$ cat src/rtl/stream_directory_parser_defines.svh
// ----------------------------------------------------------------------------
// stream directory parser assertion macros
// shared assertion wrappers, compiled out when ASSERT_OFF is set
// ----------------------------------------------------------------------------
`ifndef STREAM_DIRECTORY_PARSER_DEFINES_SVH
`define STREAM_DIRECTORY_PARSER_DEFINES_SVH

`ifndef ASSERT_OFF
`define SDP_ASSERT(label, prop) \
  label: assert property (@(posedge clk) disable iff (!rst_n) prop) \
    else $error("sdp assertion failed");
`define SDP_ASSERT_ALWAYS(label, prop) \
  label: assert property (@(posedge clk) prop) \
    else $error("sdp assertion failed");
`else
`define SDP_ASSERT(label, prop)
`define SDP_ASSERT_ALWAYS(label, prop)
`endif

`endif

$ cat src/rtl/sdp_pkg.sv
// ----------------------------------------------------------------------------
// sdp_pkg
// types and constants shared by the stream directory parser
// ----------------------------------------------------------------------------
package sdp_pkg;

  localparam int unsigned MAX_STREAMS_DEF = 1024;
  localparam int unsigned DATA_W = 32;

  localparam logic [1:0] KIND_ENTRY = 2'd0;
  localparam logic [1:0] KIND_DONE  = 2'd1;
  localparam logic [1:0] KIND_ERROR = 2'd2;

  localparam logic [2:0] ERR_NONE        = 3'd0;
  localparam logic [2:0] ERR_LIST_LARGE  = 3'd1;
  localparam logic [2:0] ERR_TRUNCATED   = 3'd2;
  localparam logic [2:0] ERR_MANY_STRM   = 3'd3;
  localparam logic [2:0] ERR_SIZES_TRUNC = 3'd4;
  localparam logic [2:0] ERR_BLOCKS_TRUNC = 3'd5;
  localparam logic [2:0] ERR_OUT_OF_RANGE = 3'd6;

  localparam logic [1:0] REG_BLOCK_SIZE = 2'd0;
  localparam logic [1:0] REG_BLOCK_TOTAL = 2'd1;
  localparam logic [1:0] REG_DIR_SIZE   = 2'd2;

  localparam logic CMD_START = 1'b0;
  localparam logic CMD_WORD  = 1'b1;

  localparam logic [31:0] EMPTY_SIZE = 32'hFFFF_FFFF;

  typedef struct packed {
    logic        start;
    logic [31:0] dividend;
    logic [31:0] divisor;
  } div_req_t;

  typedef struct packed {
    logic        busy;
    logic        done;
    logic [31:0] quotient;
  } div_rsp_t;

endpackage

$ cat src/rtl/sdp_div.sv
// ----------------------------------------------------------------------------
// sdp_div
// restoring 32 bit unsigned divider, one quotient bit per cycle
// ----------------------------------------------------------------------------
module sdp_div
  import sdp_pkg::*;
(
  input  logic     clk,
  input  logic     rst_n,
  input  div_req_t req,
  output div_rsp_t rsp
);

  logic        busy_r, busy_nxt;
  logic        done_r, done_nxt;
  logic [5:0]  cnt_r, cnt_nxt;
  logic [31:0] rem_r, rem_nxt;
  logic [31:0] quo_r, quo_nxt;
  logic [31:0] dvs_r, dvs_nxt;
  logic [32:0] rem_sh;
  logic [32:0] diff;

  always_comb begin
    rem_sh   = {rem_r, quo_r[31]};
    diff     = rem_sh - {1'b0, dvs_r};
    busy_nxt = busy_r;
    done_nxt = 1'b0;
    cnt_nxt  = cnt_r;
    rem_nxt  = rem_r;
    quo_nxt  = quo_r;
    dvs_nxt  = dvs_r;
    if (req.start) begin
      busy_nxt = 1'b1;
      cnt_nxt  = 6'd0;
      rem_nxt  = '0;
      quo_nxt  = req.dividend;
      dvs_nxt  = req.divisor;
    end else if (busy_r) begin
      if (!diff[32]) begin
        rem_nxt = diff[31:0];
        quo_nxt = {quo_r[30:0], 1'b1};
      end else begin
        rem_nxt = rem_sh[31:0];
        quo_nxt = {quo_r[30:0], 1'b0};
      end
      cnt_nxt = cnt_r + 6'd1;
      if (cnt_r == 6'd31) begin
        busy_nxt = 1'b0;
        done_nxt = 1'b1;
      end
    end
  end

  always_ff @(posedge clk) begin
    if (!rst_n) begin
      busy_r <= 1'b0;
      done_r <= 1'b0;
      cnt_r  <= '0;
    end else begin
      busy_r <= busy_nxt;
      done_r <= done_nxt;
      cnt_r  <= cnt_nxt;
    end
    rem_r <= rem_nxt;
    quo_r <= quo_nxt;
    dvs_r <= dvs_nxt;
  end

  assign rsp.busy     = busy_r;
  assign rsp.done     = done_r;
  assign rsp.quotient = quo_r;

endmodule

$ cat config.mk
export PLATFORM = sky130hd
export DESIGN_NAME = sdp_div
export DESIGN_NICKNAME = d
export VERILOG_FILES = /design/src/rtl/stream_directory_parser_defines.svh /design/src/rtl/sdp_pkg.sv /design/src/rtl/sdp_div.sv
export SDC_FILE = /design/constraint.sdc
export NUM_CORES = 1
export LEC_CHECK = 0
export BUFFER_PORTS_ARGS = -buffer_cell sky130_fd_sc_hd__buf_2
export CAP_MARGIN = 20
export CORE_ASPECT_RATIO = 0.6
export CORE_UTILIZATION = 57
export DETAILED_ROUTE_END_ITERATION = 6
export GPL_ROUTABILITY_DRIVEN = 0
export HOLD_SLACK_MARGIN = 0.03
export PLACE_DENSITY = 0.81
export RECOVER_POWER = 50
export REMOVE_ABC_BUFFERS = 1
export SLEW_MARGIN = 0
export SYNTH_ARGS = -nofsm -noshare
export SYNTH_HDL_FRONTEND = slang
export SYNTH_SLANG_ARGS = --single-unit
$ cat constraint.sdc
create_clock -name clk -period 3.25 [get_ports clk]
set_input_delay 0.4875 -clock clk [delete_from_list [all_inputs] [get_ports clk]]
set_output_delay 0.4875 -clock clk [all_outputs]
set_load 0.05 [all_outputs]
# Yosys cells after proc, flatten, opt, wreduce, memory -nomap -nowiden
# Index checks and enable logic that the tools add are counted.
[classes]
addsub = 2
eq_ne = 1
muxes = 8
bitwise = 2
n_reduce_logical = 3
[op_table]
columns = ["cell", "n"]
rows = [
  ["2-to-1 mux 32 bit", 3],
  ["subtractor 33 x 32 -> 33 bit", 1],
  ["adder 6 x 1 -> 6 bit (second input constant)", 1],
  ["equality test 6 x 5 -> 1 bit (second input constant)", 1],
  ["2-to-1 mux 1 bit", 5],
  ["OR reduction 3 bit", 1],
  ["inverter 1 bit", 2],
  ["nonzero test 2 bit", 1],
  ["OR reduction 2 bit", 1],
]
[word_totals]
ff_bits = 104
word_cells = 22

# Depth between registers and ports, before layout
[logic_depth]
word_depth = 4
ltp_mapped = 13
mapped_depth_nobuf = 12

# Worst setup path after synthesis
# OpenSTA, ideal clock, no wires.
[synth_path]
kind = "flip-flop to flip-flop"
from = "register quo_r[31]"
to = "register rem_r[0]"
arrival_ns = 3.035
t_required_ns = 3.171
path_slack_ns = 0.136
path_stages_with_launch = 13
path_buffers = 0
synth_period_minus_slack_ns = 3.114
cell_sequence = "edfxtp_1 inv_1 ha_1 fa_1 nor2b_1 o2111ai_1 nand3_2 a211oi_2 a21oi_2 o41ai_4 nor2_8 mux2_4 a211oi_2"
[synth_between]
elab_chain_cells = 2
[synth_rtl]
columns = ["element", "line", "source"]
rows = [
  ["start, declared", "sdp_div.sv:18", "logic [31:0] quo_r, quo_nxt;"],
  ["start signal, assigned", "sdp_div.sv:65", "quo_r <= quo_nxt;"],
  ["subtractor 33 x 32 -> 33 bit", "sdp_div.sv:25", "diff = rem_sh - {1'b0, dvs_r};"],
  ["2-to-1 mux 32 bit *", "sdp_div.sv:39", "if (!diff[32]) begin"],
  ["end signal, assigned", "sdp_div.sv:64", "rem_r <= rem_nxt;"],
  ["end, declared", "sdp_div.sv:17", "logic [31:0] rem_r, rem_nxt;"],
]
# Mark *: on every way between the ends. The rest lies on a longest branch, timed or not.
# A chain may end at the register's enable or synchronous reset.

# Final worst setup path
[layout_path]
from = "register dvs_r[4]"
to = "register rem_r[18]"
[layout_between]
elab_chain_cells = 2
[layout_rtl]
columns = ["element", "line", "source"]
rows = [
  ["start, declared", "sdp_div.sv:19", "logic [31:0] dvs_r, dvs_nxt;"],
  ["start signal, assigned", "sdp_div.sv:66", "dvs_r <= dvs_nxt;"],
  ["subtractor 33 x 32 -> 33 bit", "sdp_div.sv:25", ""],
  ["2-to-1 mux 32 bit", "sdp_div.sv:39", ""],
]
# No other way between the ends.

==> flow_summary.toml <==
[outcome]
status = "finished with violations"
violations = "max-capacitance violations, max-slew violations"

[finish]
fin_util = 0.6862
diodes = 0
nets = 744
nFillCells = 775
multiInputGateArea_sq_mm = 0.002845
stdcell_count = 783
drive_gt1_frac = 0.2485
syn_to_final_growth_pct = 16.39
seq_area_sq_mm = 0.002723

[worst_hold_path]
hp-class = "input port to register"

[clock_tree]
clk_path_buf_depth = 2
htreeDepth = 3
path_clk_slew_ps = 80
cts_root_buf = "clkbuf_16"
postCtsHoldBufs = 0
cts_made_buffers = 9
tritoncts = "done"
clk_latency_ps = 350
cts_sinks = 104

[grt]
grt_pass1_vias = 4332
grt-ovfl-total = 0
grtUsageTotal = 0.2597
antenna_found_initial = 0
grt_pass1_wl_um = 21480
grt_max_degree = 39

[floorplan]
ios = 101
start_util = 0.5895
coreArea_sq_mm = 0.009879
die_w_um = 132.5
fp-row-count = 28
dieArea_sq_mm = 0.01064
fp.dieH_um = 80.30

[worst_setup_path]
critPathLaunch = "dvs_r[4]"
end_kind = "register"
cp.arrival_ps = 3270
r2r-start = "dvs_r[4]"
cp-start-kind = "register"
path_max_fanout = 8
reg2reg_to = "rem_r[18]"
reg2regPathDepth = 12
reg2reg_slack_ps = 170
critical_path_class = "register to register"
crit_end = "rem_r[18]"
worst_ep_required_time_ps = 3430

[pwr]
clkPwrFrac = 0.307
p_switching_w = 0.001083
seq_power_share = 0.460
ir_drop_uv = 315.7
cell_internal_pwr_w = 0.002342
swShare = 0.3162
leakagePower_nw = 2.823
p_total_w = 0.003425
p_comb_frac = 0.232
p_per_area_mw_per_mm2 = 505.2

[sta]
rsz0062_at_grt = "false"
skew_ps = 11.12
clock.fmax_mhz = 324.2
worst_slew_pin_slew_ps = 1617
hold_viol_final = 0
final_max_slew_viol_count = 30
period_share = 0.9490
fin_setup_tns_ps = 0
layout_min_cycle_time_ps = 3084
relSlewSlack = -0.07808
setup_viol = 0
holdWs_ps = 304.9

[synth]
synth.distinct_cells = 62
synthTopCellsByArea = "edfxtp_1 33%, dfxtp_1 14%, ha_1 7.1%"
ys_seq_area_frac = 0.4675
mappedNetlistArea_sq_mm = 0.005824
ys_warn_count = 0
ys_ff_latch = 104
synthCells = 540
synthFlopType = "edfxtp_1"
netlist.area_leader.share = 0.3300
avgSynthCellArea_sq_um = 10.79
synth_top_cell_by_area = "edfxtp_1"
synth-edff-count = 64
synth-async-reset-ratio = 0

[detailed_routing]
drt-total-wl_um = 13270
drc = 0
wl_per_cell_um = 16.95
num_vias = 4561
dr.pass1.iters = 5
drtAntennaViolNets = 0
drt_iter0_drc = 357
avgViaCountPerCell = 5.825

[placed_design]
io_buffers = 100
dp.cells = 763
dp_hpwl_um = 9659

[job]
maxCapViolCount = 1
-- kinds of logic after synthesis --
kind of cell,Yosys count,synth area share
adders and majority gates,34,0.07433
buffers and inverters,61,0.04769
muxes,55,0.1027
and+or+nand+nor,132,0.1093
AOI/OAI and AO/OA,120,0.1474
DFF,104,0.4675
xor gates and xnor gates,34,0.05113
-- per-layer routing --
metal	routed length [um]	GRT usage	vias to the layer above
met4	124	0.06322	0
li1	-	-	2170
met2	5883	0.4105	211
met1	6199	0.3607	2163
met3	1064	0.06061	17
met5	0	0	-
-- power groups by stage --
stage	logic (W)	registers, W	clock network [W]
floorplan	0.000410	0.00174	0
global placement	0.000756	0.00160	0
detailed placement	0.000777	0.00160	0
CTS	0.000782	0.00157	0.00107
global route	0.000854	0.00159	0.00112
finish	0.000796	0.00158	0.00105
-- flip-flops by register name, summed over array words and instances, names as in the netlist --
name and cells:
busy_r 1, cnt_r 6, done_r 1, dvs_r 32
quo_r 32, rem_r 32
-- worst max-delay path: stages, from the launching register on --
cell and delay, ps:
edfxtp_1 330, inv_1 40, ha_1 360, a21o_1 230, a21oi_1 220, nand3_2 170
a211oi_4 350, a21oi_2 170, o211a_4 310, nor2_8 220, buf_4 200, mux2i_1 210
a211oi_1 100
-- metrics by stage --
stage / setup WS (ps) / area, sq um
2_1_floorplan: -84.56 / 5685
3_3_place_gp: 218.3 / 6461
3_5_place_dp: 118.0 / 6461
4_1_cts: 53.07 / 6749
5_1_grt: 0.9843 / 6779
6_report: 165.7 / 6779
-- synth_stat cells (3+ instances only) --
cell and count:
inv_1 37, and3_1 6, nor2b_1 4, a21o_1 8, ha_1 33, o21a_1 8
nor3b_1 3, nand2_1 45, o2111ai_1 3, a31oi_1 3, dfxtp_1 40, a21oi_1 28
a211oi_1 18, xnor2_1 21, mux2_2 31, o21bai_1 3, o211ai_1 3, edfxtp_1 64
o221ai_1 4, o21ai_0 18, a311oi_1 4, clkbuf_1 16, nand2b_1 3, nor4_1 3
mux2i_1 22, xor2_1 13, nand3_1 6, nand4_1 6, nor2_1 44, a31o_2 3
-- what timing repair did --
action	in CTS	in global routing
setup endpoints to repair	0	25
resized for setup	0	3
buffers inserted	0	4
-- worst min-delay path by stage --
| stage | startpoint | endpoint | cells past startpoint |
|---|---|---|---|
| final | req[26] | dvs_r[26] | 1 |
| after CTS | req[26] | dvs_r[26] | 1 |
| after global placement | cnt_r[5] | done_r | 1 |
| after global routing | req[10] | dvs_r[10] | 1 |
| after floorplan | cnt_r[5] | done_r | 1 |
| after detailed placement | cnt_r[5] | done_r | 1 |
-- area by class of cell --
type	instances	area share
well taps	135	0.02492
inverters	37	0.02049
multi-input cells	375	0.4197
clock inverters	7	0.009228
repair buffers	116	0.09081
flip-flops and latches	104	0.4016
clock buffers	9	0.03322
-- cells in the final DEF, fill, tap and decap left out, drive strengths merged, types with 21 or more instances in the layout --
cell    count
a21oi      30
mux2i      23
dfxtp      40
ha         33
nand2      45
xnor2      21
clkbuf     31
mux2       32
nor2       46
buf        94
edfxtp     64
inv        42
No activity file was read; power rests on OpenSTA's default activity.
